==> src/hdl/sbwq_pkg.sv <==
// Package for the semaphore bank with wait queues: operation codes, field widths,
// stream packing widths and default sizes. No dependencies.
package sbwq_pkg;

  localparam int NUM_SEMS_DEF     = 32;
  localparam int QUEUE_DEPTH_DEF  = 8;
  localparam int TASK_ID_BITS_DEF = 8;

  localparam int MODE_W  = 2;
  localparam int IDX_W   = 5;
  localparam int TASK_W  = 8;
  localparam int INIT_W  = 15;
  localparam int CNT_W   = 16;

  localparam int IN_TDATA_W  = 32;
  localparam int OUT_TDATA_W = 32;

  localparam logic signed [CNT_W-1:0] CNT_MAX = 16'sh7FFF;
  localparam logic signed [CNT_W-1:0] CNT_MIN = 16'sh8000;

  typedef enum logic [MODE_W-1:0] {
    MODE_OPEN   = 2'd0,
    MODE_WAIT   = 2'd1,
    MODE_POST   = 2'd2,
    MODE_UNLINK = 2'd3
  } mode_t;

endpackage

==> src/hdl/sbwq_ram.sv <==
// Generic single-write, single-read RAM with registered read data and read enable.
// No dependencies.
module sbwq_ram #(
  parameter int WIDTH = 8,
  parameter int DEPTH = 256
) (
  input  logic                     clk,
  input  logic                     we,
  input  logic [$clog2(DEPTH)-1:0] waddr,
  input  logic [WIDTH-1:0]         wdata,
  input  logic                     re,
  input  logic [$clog2(DEPTH)-1:0] raddr,
  output logic [WIDTH-1:0]         rdata
);

  logic [WIDTH-1:0] mem [DEPTH];

  always_ff @(posedge clk) begin
    if (we) begin
      mem[waddr] <= wdata;
    end
    if (re) begin
      rdata <= mem[raddr];
    end
  end

endmodule

==> src/hdl/semaphore_bank_with_wait_queues.sv <==
// Top level of the semaphore bank: counts, slot flags and ring pointers in flops,
// waiting task ids in sbwq_ram. Depends on sbwq_pkg and sbwq_ram.
//
// channel | dir | handshake          | payload
// in_     | in  | in_tvalid/tready   | tuser: mode; tdata: sem_index, task_id, init_value
// out_    | out | out_tvalid/tready  | tdata: blocked .. count_after
//
// One transfer in per cycle sustained while the output is not stalled; each result
// passes the input register, then the result register together with the queue RAM
// read. Reset empties all queues and frees all slots; the RAM is not
// cleared. A stalled output holds the whole pipeline, and in_tready drops only when
// both stages are full.
module semaphore_bank_with_wait_queues #(
  parameter int NUM_SEMS     = sbwq_pkg::NUM_SEMS_DEF,
  parameter int QUEUE_DEPTH  = sbwq_pkg::QUEUE_DEPTH_DEF,
  parameter int TASK_ID_BITS = sbwq_pkg::TASK_ID_BITS_DEF
) (
  input  logic                              clk,
  input  logic                              rst_n,
  input  logic                              in_tvalid,
  output logic                              in_tready,
  // [4:0] sem_index, [12:5] task_id, [27:13] init_value, [31:28] zero
  input  logic [sbwq_pkg::IN_TDATA_W-1:0]   in_tdata,
  // [1:0] mode
  input  logic [sbwq_pkg::MODE_W-1:0]       in_tuser,
  output logic                              out_tvalid,
  input  logic                              out_tready,
  // [0] blocked, [1] woken_valid, [9:2] woken_task, [10] queue_overflow,
  // [11] already_open, [27:12] count_after, [31:28] zero
  output logic [sbwq_pkg::OUT_TDATA_W-1:0]  out_tdata
);

  localparam int SEM_W  = (NUM_SEMS > 1) ? $clog2(NUM_SEMS) : 1;
  localparam int PTR_W  = (QUEUE_DEPTH > 1) ? $clog2(QUEUE_DEPTH) : 1;
  localparam int RAM_D  = NUM_SEMS * QUEUE_DEPTH;
  localparam int ADDR_W = $clog2(RAM_D);
  localparam int CNT_W  = sbwq_pkg::CNT_W;
  localparam logic [ADDR_W-1:0] QD_A       = ADDR_W'(QUEUE_DEPTH);
  localparam logic [PTR_W-1:0]  TAIL_RESET = PTR_W'(QUEUE_DEPTH - 1);

  function automatic logic [PTR_W-1:0] ring_next(input logic [PTR_W-1:0] p);
    logic [PTR_W:0] q;
    q = {1'b0, p} + 1'b1;
    return (q >= (PTR_W+1)'(QUEUE_DEPTH)) ? '0 : q[PTR_W-1:0];
  endfunction

  logic signed [CNT_W-1:0] cnt_r  [NUM_SEMS];
  logic                    used_r [NUM_SEMS];
  logic [PTR_W-1:0]        head_r [NUM_SEMS];
  logic [PTR_W-1:0]        tail_r [NUM_SEMS];

  logic                            s1_v_r;
  sbwq_pkg::mode_t                 s1_mode_r;
  logic [sbwq_pkg::IDX_W-1:0]      s1_idx_r;
  logic [sbwq_pkg::TASK_W-1:0]     s1_task_r;
  logic [sbwq_pkg::INIT_W-1:0]     s1_init_r;

  logic                    s2_v_r;
  logic                    s2_blocked_r;
  logic                    s2_wvalid_r;
  logic                    s2_ovf_r;
  logic                    s2_already_r;
  logic signed [CNT_W-1:0] s2_cnt_r;

  logic                    adv;
  logic [SEM_W-1:0]        sel;
  logic                    in_rng;
  logic signed [CNT_W-1:0] cur_cnt;
  logic [PTR_W-1:0]        cur_head;
  logic [PTR_W-1:0]        cur_tail;
  logic                    cur_used;
  logic signed [CNT_W-1:0] cnt_nxt;
  logic [PTR_W-1:0]        head_nxt;
  logic [PTR_W-1:0]        tail_nxt;
  logic                    used_nxt;
  logic                    blocked_nxt;
  logic                    wvalid_nxt;
  logic                    ovf_nxt;
  logic                    already_nxt;
  logic                    ram_we;
  logic [ADDR_W-1:0]       ram_waddr;
  logic [ADDR_W-1:0]       ram_raddr;
  logic [TASK_ID_BITS-1:0] ram_rdata;
  logic [TASK_ID_BITS-1:0] task_st;

  assign adv       = !s2_v_r || out_tready;
  assign in_tready = !s1_v_r || adv;

  assign sel      = SEM_W'(s1_idx_r);
  assign in_rng   = (32'(s1_idx_r) < NUM_SEMS);
  assign cur_cnt  = cnt_r[sel];
  assign cur_head = head_r[sel];
  assign cur_tail = tail_r[sel];
  assign cur_used = used_r[sel];
  assign task_st  = TASK_ID_BITS'(s1_task_r);

  always_comb begin
    cnt_nxt     = cur_cnt;
    head_nxt    = cur_head;
    tail_nxt    = cur_tail;
    used_nxt    = cur_used;
    blocked_nxt = 1'b0;
    wvalid_nxt  = 1'b0;
    ovf_nxt     = 1'b0;
    already_nxt = 1'b0;
    ram_we      = 1'b0;
    case (s1_mode_r)
      sbwq_pkg::MODE_OPEN: begin
        if (cur_used) begin
          already_nxt = 1'b1;
        end else begin
          cnt_nxt  = signed'({1'b0, s1_init_r});
          used_nxt = 1'b1;
          head_nxt = '0;
          tail_nxt = TAIL_RESET;
        end
      end
      sbwq_pkg::MODE_WAIT: begin
        cnt_nxt = (cur_cnt == sbwq_pkg::CNT_MIN) ? cur_cnt : cur_cnt - 16'sd1;
        if (cnt_nxt < 0) begin
          blocked_nxt = 1'b1;
          if (cur_head == ring_next(ring_next(cur_tail))) begin
            ovf_nxt = 1'b1;
          end else begin
            tail_nxt = ring_next(cur_tail);
            ram_we   = 1'b1;
          end
        end
      end
      sbwq_pkg::MODE_POST: begin
        cnt_nxt = (cur_cnt == sbwq_pkg::CNT_MAX) ? cur_cnt : cur_cnt + 16'sd1;
        if (cnt_nxt <= 0 && ring_next(cur_tail) != cur_head) begin
          wvalid_nxt = 1'b1;
          head_nxt   = ring_next(cur_head);
        end
      end
      sbwq_pkg::MODE_UNLINK: begin
        used_nxt = 1'b0;
        cnt_nxt  = '0;
      end
      default: begin
        cnt_nxt = cur_cnt;
      end
    endcase
  end

  assign ram_waddr = ADDR_W'(sel) * QD_A + ADDR_W'(tail_nxt);
  assign ram_raddr = ADDR_W'(sel) * QD_A + ADDR_W'(cur_head);

  sbwq_ram #(
    .WIDTH (TASK_ID_BITS),
    .DEPTH (RAM_D)
  ) u_queue_ram (
    .clk   (clk),
    .we    (adv && s1_v_r && in_rng && ram_we),
    .waddr (ram_waddr),
    .wdata (task_st),
    .re    (adv),
    .raddr (ram_raddr),
    .rdata (ram_rdata)
  );

  always_ff @(posedge clk) begin
    if (!rst_n) begin
      s1_v_r <= 1'b0;
      s2_v_r <= 1'b0;
      for (int i = 0; i < NUM_SEMS; i++) begin
        cnt_r[i]  <= '0;
        used_r[i] <= 1'b0;
        head_r[i] <= '0;
        tail_r[i] <= TAIL_RESET;
      end
    end else begin
      if (in_tready) begin
        s1_v_r <= in_tvalid;
      end
      if (adv) begin
        s2_v_r <= s1_v_r;
        if (s1_v_r && in_rng) begin
          cnt_r[sel]  <= cnt_nxt;
          used_r[sel] <= used_nxt;
          head_r[sel] <= head_nxt;
          tail_r[sel] <= tail_nxt;
        end
      end
    end
  end

  always_ff @(posedge clk) begin
    if (in_tready && in_tvalid) begin
      s1_mode_r <= sbwq_pkg::mode_t'(in_tuser);
      s1_idx_r  <= in_tdata[4:0];
      s1_task_r <= in_tdata[12:5];
      s1_init_r <= in_tdata[27:13];
    end
    if (adv) begin
      s2_blocked_r <= in_rng && blocked_nxt;
      s2_wvalid_r  <= in_rng && wvalid_nxt;
      s2_ovf_r     <= in_rng && ovf_nxt;
      s2_already_r <= in_rng && already_nxt;
      s2_cnt_r     <= in_rng ? cnt_nxt : '0;
    end
  end

  assign out_tvalid = s2_v_r;
  assign out_tdata  = {4'b0, s2_cnt_r, s2_already_r, s2_ovf_r,
                       (s2_wvalid_r ? 8'(ram_rdata) : 8'd0), s2_wvalid_r, s2_blocked_r};

  a_woken_count: assert property (@(posedge clk) disable iff (!rst_n)
    s2_v_r && s2_wvalid_r |-> s2_cnt_r <= 0)
    else $error("woken task reported with positive count");

  a_blocked_count: assert property (@(posedge clk) disable iff (!rst_n)
    s2_v_r && s2_blocked_r |-> s2_cnt_r < 0)
    else $error("blocked caller with non-negative count");

  a_ovf_blocked: assert property (@(posedge clk) disable iff (!rst_n)
    s2_v_r && s2_ovf_r |-> s2_blocked_r && !s2_wvalid_r && !s2_already_r)
    else $error("queue overflow without a blocking wait");

  a_stall_only: assert property (@(posedge clk) disable iff (!rst_n)
    !in_tready |-> s1_v_r && s2_v_r && !out_tready)
    else $error("input stalled while pipeline can advance");

endmodule

==> config.mk <==
export PLATFORM = sky130hd
export DESIGN_NAME = semaphore_bank_with_wait_queues
export DESIGN_NICKNAME = d
export VERILOG_FILES = /design/src/hdl/sbwq_pkg.sv /design/src/hdl/sbwq_ram.sv /design/src/hdl/semaphore_bank_with_wait_queues.sv
export SDC_FILE = /design/constraint.sdc
export NUM_CORES = 2
export LEC_CHECK = 0
export ABC_AREA = 1
export BUFFER_PORTS_ARGS = -buffer_cell sky130_fd_sc_hd__buf_2
export CAP_MARGIN = 20
export CORE_MARGIN = 4
export CORE_UTILIZATION = 40
export DETAILED_ROUTE_END_ITERATION = 6
export SLEW_MARGIN = 25
export SYNTH_ARGS = -nofsm -noshare
export SYNTH_HDL_FRONTEND = slang
export SYNTH_SLANG_ARGS = --single-unit
==> constraint.sdc <==
create_clock -name clk -period 4.9 [get_ports clk]
set_input_delay 0 -clock clk [delete_from_list [all_inputs] [get_ports clk]]
set_output_delay 0 -clock clk [all_outputs]
set_load 0.02 [all_outputs]
## Yosys cells after proc, flatten, opt, wreduce, memory -nomap -nowiden

Memories as Yosys holds them, arrays and structs flattened. A register that Yosys moved wholly into a read port is not among the register bits.
Index checks and enable logic that the tools add are counted.

| word-level totals | value |
|---|---|
| logic and storage cells | 95 |
| memories | 5 |
| input port bits | 38 |
| output and inout bits | 34 |
| bits in registers | 52 |
| bits in writable memories | 2784 |

Memory list:

| name | words | width | read ports | clocked after Yosys merged registers in | wr ports | line | RTL |
|---|---|---|---|---|---|---|---|
| u_queue_ram.mem | 256 | 8 | 1 | 1 | 1 | sbwq_ram.sv:16 | `logic [WIDTH-1:0] mem [DEPTH];` |
| cnt_r | 32 | 16 | 1 | 1 | 32 | semaphore_bank_with_wait_queues.sv:47 | `logic signed [CNT_W-1:0] cnt_r [NUM_SEMS];` |
| head_r | 32 | 3 | 1 | 1 | 32 | semaphore_bank_with_wait_queues.sv:49 | `logic [PTR_W-1:0] head_r [NUM_SEMS];` |
| tail_r | 32 | 3 | 1 | 1 | 32 | semaphore_bank_with_wait_queues.sv:50 | `logic [PTR_W-1:0] tail_r [NUM_SEMS];` |
| used_r | 32 | 1 | 1 | 1 | 32 | semaphore_bank_with_wait_queues.sv:48 | `logic used_r [NUM_SEMS];` |

| operators by class | value |
|---|---|
| $lt $le $gt $ge | 5 |
| muxes and demuxes | 46 |
| add/subtract/negate cells | 7 |
| reductions and logical operators | 14 |
| equal/unequal tests | 7 |

Operators with widths:

| operator | count |
|---|---|
| $mux 16 | 4 |
| $pmux 16 s4 | 1 |
| $mux 5 | 8 |
| $eq 16x16->1 const B | 2 |
| $mux 3 | 10 |
| $mux 1 | 19 |
| $add 16x2->16 const B | 1 |
| $add 8x3->8 | 2 |
| $le 16x1->1 const B | 1 |
| $lt 16x1->1 const B | 1 |
| $reduce_or 16->1 | 1 |
| $sub 16x2->16 const B | 1 |
| $add 3x1->4 const B | 3 |
| $ge 4x4->1 const B | 3 |
| $pmux 3 s2 | 2 |
| $mux 8 | 1 |
| $reduce_or 3->1 | 2 |
| $eq 2x2->1 const B | 2 |
| $logic_and 1x1->1 | 4 |
| $eq 3x3->1 | 1 |
| $ne 3x3->1 | 1 |
| $eq 2x1->1 const B | 1 |
| $logic_not 1->1 | 2 |
| $logic_not 2->1 | 1 |
| 4 further kinds | 5 |

## Depth between registers and ports, before layout

| depth | value |
|---|---|
| depth after elaboration | 13 |
| gate-level depth with buffers | 29 |
| mapped depth without buffers | 25 |

## Modules after synthesis

A second synthesis with hierarchy kept.

| second synthesis, totals | value |
|---|---|
| cells, all modules | 10982 |
| area total of the unflattened synthesis | 121741.8 um2 |

Modules (own cells, without submodules):

| module | seq. area each (um2) | instances | area each (um2) | cells each |
|---|---|---|---|---|
| sbwq_ram | 61739.2 | 1 | 83476.3 | 7003 |
| semaphore_bank_with_wait_queues | 23422.5 | 1 | 38265.4 | 3979 |

## Worst setup path after synthesis

Ideal clock, no wire load.

| path | value |
|---|---|
| kind | register -> register |
| start | register with a tool-made name |
| end | memory u_queue_ram.mem[25][0], enable pin |
| arrival time | 3.672 ns |
| library setup time | 0.383 ns |
| cell stages (with the launch flop) | 22 |
| path buffers | 4 |
| setup slack | 0.845 ns |
| data required time | 4.517 ns |
| period minus slack after synthesis | 4.055 ns |
| cell sequence | dfxtp_1 > buf_6 > inv_6 > buf_6 > buf_2 > o21ai_0 > o221ai_1 > nand3_1 > nand2_1 > nand2_1 > nand2_1 > inv_1 > ha_1 > xor2_2 > nand2_1 > o21ai_1 > nand3_2 > nand2_4 > nor3_4 > nand3_2 > buf_2 > nor3_1 |

RTL lines:

| element | line |
|---|---|
| end, declared | sbwq_ram.sv:16 |

==> flow_summary.rst <==
.. list-table::
   :header-rows: 1

   * - Metric
     - Value
   * - Worst supply voltage drop on vdd
     - 375 µV
   * - Number of nets in the final layout
     - ~11000
   * - Gr usage total
     - a little under a quarter
   * - Final setup viols
     - 0
   * - Count of distinct cell types in the synthesized netlist
     - 45
   * - Share of synthesized area occupied by flip-flops and latches
     - 71.3%
   * - Asr flop ratio synth
     - 0%
   * - Wirelength per Cell
     - 24.7 µm
   * - Worst skew pair latency
     - 920 ps
   * - Final routed wirelength across all metal layers
     - between 300000 and 400000 µm
   * - Post-route clock period utilization
     - 97.5%
   * - Combined area of all synthesized cells
     - about 120000 µm²
   * - Maximum Capacitance Violations
     - 0
   * - Area enclosed by the die boundary
     - 307000 µm²
   * - Run status
     - completed
   * - Data required time of the critical path
     - around 5500 ps
   * - Met2 usage
     - 36.3%
   * - Met1 layer usage reported by global route
     - approximately a third
   * - CTS tree
     - built
   * - Slew Limit Headroom
     - around 25%
   * - Pre-Repair DR Iteration Count
     - 6
   * - Layout-stage area growth over the synthesis result
     - 16.7%
   * - Die Ht
     - 554 µm
   * - Critical-path cell with the highest stage delay
     - sky130_fd_sc_hd__dfxtp_4
   * - Total number of placement rows
     - 200
   * - Max Root-Sink Buffers
     - 4
   * - Hold WC Path Type
     - in2reg
   * - Final Skew
     - between 80 and 90 ps
   * - Total count of hold-check failures in the final report
     - 0
   * - Mean cell area of the mapped netlist
     - roughly 12 µm²
   * - Number of violations reported at the end of detailed-routing iteration 0
     - 11200
   * - Reported leakage power
     - about 48 nW
   * - Clock transition at the registers of the reported paths
     - roughly 60 ps
   * - Startpoint Class
     - register
   * - Starting Density
     - 40.2%
   * - Ys Warns
     - 0
   * - Max stage delay on crit path
     - between 300 and 400 ps
   * - Met3 Track Usage GR
     - between 3 and 4%
   * - Category of the worst setup path capture point
     - register
   * - Final standard cell area without fillers
     - 139000 µm²
   * - Highest fanout seen on the critical path
     - 34
   * - H-tree depth
     - 5
   * - Predominant post-synthesis flop cell
     - sky130_fd_sc_hd__edfxtp_1
   * - FF/Latch Area
     - around 85000 µm²
   * - Floorplan die width
     - roughly 550 µm
   * - Layout cells sized above 1
     - roughly an eighth
   * - Pin count of the biggest net entering global routing
     - slightly above 200
   * - Share of the core filled with cells in the final layout
     - between 40% and 50%
   * - Final Critical Period
     - around 4800 ps
   * - Vias
     - approximately 84000
   * - Number of nets with antenna violations after routing
     - 0
   * - Most crowded layer after global routing
     - met2
   * - Final worst hold slack
     - around 47 ps
   * - Post-Synthesis Cells
     - between 10000 and 15000
   * - Most prevalent standard cell on the critical path
     - sky130_fd_sc_hd__nand2_1
   * - Core Box Area
     - between 200000 and 300000 µm²
   * - Via count of the first global-routing pass
     - 80000
   * - Grt total ovfl
     - 0
   * - CTS Root Buffer Type
     - sky130_fd_sc_hd__clkbuf_16
   * - Global-route wire length before repair
     - between 500000 and 600000 µm
   * - Detailed placement HPWL
     - between 200000 and 250000 µm
   * - Port buffer count
     - 63
   * - Flop and latch count out of synthesis
     - roughly 2800
   * - Multi-input combinational cell area
     - approximately 31000 µm²
   * - Data arrival, critical path
     - between 5000 and 6000 ps
   * - DR DRC count
     - 0
   * - Global placer's final weighted congestion
     - between 0.9 and 1
   * - Achievable Freq
     - approximately 210 MHz
   * - Num ports
     - 72
   * - Launch instance of the worst min-delay path
     - in_tdata[3]
   * - Total cell area at the placement stage
     - ~130000 µm²
   * - Number of CTS-inserted buffers
     - 307
   * - EDFF count, synth
     - around 2800
   * - Worst Path Class, Setup
     - reg2reg
   * - # fillers
     - ~26000
   * - Vias per cell
     - between 5 and 6
   * - Num Clock Sinks
     - 2849
   * - Number of antenna violations at the first check in global routing
     - 10
   * - Transition time at the pin with the least slew margin
     - 1110 ps
   * - Number of slew-limit violations in the final report
     - 0
   * - Power Density
     - 424 nW/µm²
worst paths after layout:
check,endpoint,slack (ps),cells after the start
worst min-delay path,s1_idx_r[3],50,2
worst max-delay path,u_queue_ram.mem[203][6],120,31
worst max register to register,u_queue_ram.mem[203][6],120,31
worst min register to register,used_r[9],480,2
worst max-delay path, delay by kind of cell (launching register included):
kind / cells / cell delay [ps]
flip-flops: 1 / 390
buffers and inverters: 10 / 1640
AND/OR/NAND/NOR: 21 / 2340
cells by family after synthesis:
logic type / Yosys count / share of synthesized area (%)
AND/OR/NAND/NOR: 4335 / 15.1
flip-flops: 2849 / 71.3
AO/OA/AOI/OAI: 1933 / 9.60
buffers and inverters: 1064 / 3.80
adder cells (fa/ha/maj): 8 / 0.0838
XOR/XNOR: 7 / 0.0576
other: 1 / 0.00314
state kept, by name, summed over array words and instances (netlist names), 2 cells and up, named ones only:
signal,cells
u_queue_ram.mem,2048
cnt_r,512
head_r,96
tail_r,96
used_r,32
s2_cnt_r,16
s1_init_r,15
s1_task_r,8
u_queue_ram.rdata,8
s1_idx_r,5
s1_mode_r,2
metal layers:
metal | vias up | routed length, µm
li1 | 37400 | -
met3 | 669 | 31600
met2 | 4167 | 170000
met5 | - | 27
met4 | 4 | 14000
met1 | 41600 | 148000
area by class of cell:
type                            instances  area share, %
Timing Repair inverter                  1        0.00628
Inverter                              293          0.820
Tap cell                             3939           3.54
Antenna cell                            6         0.0108
Multi-Input combinational cell       6287           22.0
Timing Repair Buffer                  810           5.61
Clock buffer                          382           5.87
Clock inverter                        169           1.08
Sequential cell                      2849           61.1
repair_timing:
action,in CTS,in global routing
endpoints found under the setup margin,268,1643
hold buffers,62,0
endpoints found under the hold margin,100,0
cloned,1,5
pin swaps,0,5
buffers inserted,3,8
resized for setup,29,101
where the power goes:
group | internal [mW] | switching [mW] | leakage (nW)
sequential | 27.0 | 0.124 | 26.2
combinational | 2.57 | 6.81 | 17.0
clock | 12.9 | 9.62 | 4.72
synthesized netlist by cell type, drive strengths merged, types with 2 or more instances:
master / n / share of area (%)
buf: 300 / 1.4
nor2: 2007 / 6.3
or2: 2 / 0.010
ha: 8 / 0.084
nand2: 1306 / 4.2
o221ai: 238 / 1.7
clkbuf: 471 / 1.5
clkinv: 33 / 0.10
xor2: 6 / 0.050
o22ai: 12 / 0.063
o21ai: 1197 / 5.0
nand3: 771 / 3.3
o311ai: 2 / 0.015
dfxtp: 39 / 0.65
inv: 260 / 0.82
o211ai: 324 / 2.0
a21oi: 139 / 0.58
a22oi: 14 / 0.088
edfxtp: 2810 / 71
nand4: 76 / 0.40
a31oi: 4 / 0.026
nor3: 170 / 0.92
a221oi: 2 / 0.015
through the flow:
stage          instances  total power, mW  setup WS, ps  setup TNS (ps)
6_report           14700             59.1           121               0
4_1_cts            14700             59.1          24.9               0
3_3_place_gp       14100             36.6          -227           -9610
5_1_grt            14700             61.0         -10.6           -66.9
2_1_floorplan      10200             32.9           845               0
3_5_place_dp       14100             36.7          -142           -3110
cell usage in the layout, fill, tap and decap left out, types with 18 or more instances in the layout:
master	netlist	routed
sky130_fd_sc_hd__dfxtp_1	39	35
sky130_fd_sc_hd__clkbuf_16	0	321
sky130_fd_sc_hd__nor3_1	122	80
sky130_fd_sc_hd__edfxtp_1	2810	2810
sky130_fd_sc_hd__nor2_1	2002	1980
sky130_fd_sc_hd__nand4_1	76	76
sky130_fd_sc_hd__clkinv_2	0	52
sky130_fd_sc_hd__nand2_1	1279	1259
sky130_fd_sc_hd__clkbuf_1	471	64
sky130_fd_sc_hd__buf_12	0	104
sky130_fd_sc_hd__nand2_4	12	19
sky130_fd_sc_hd__buf_6	22	18
sky130_fd_sc_hd__clkinv_1	33	100
sky130_fd_sc_hd__inv_1	246	243
sky130_fd_sc_hd__o221ai_1	238	234
sky130_fd_sc_hd__o211ai_1	324	324
sky130_fd_sc_hd__a21oi_1	139	139
sky130_fd_sc_hd__o21ai_0	1186	1185
sky130_fd_sc_hd__nor3_4	1	42
sky130_fd_sc_hd__nand2_2	15	26
sky130_fd_sc_hd__dlygate4sd3_1	0	62
sky130_fd_sc_hd__nor3_2	47	48
sky130_fd_sc_hd__nand3_1	765	761
sky130_fd_sc_hd__nor2_2	5	19
sky130_fd_sc_hd__buf_4	33	542
sky130_fd_sc_hd__bufinv_16	0	19
sky130_fd_sc_hd__buf_2	189	63
Note: power is estimated with default switching activity, not from simulation.
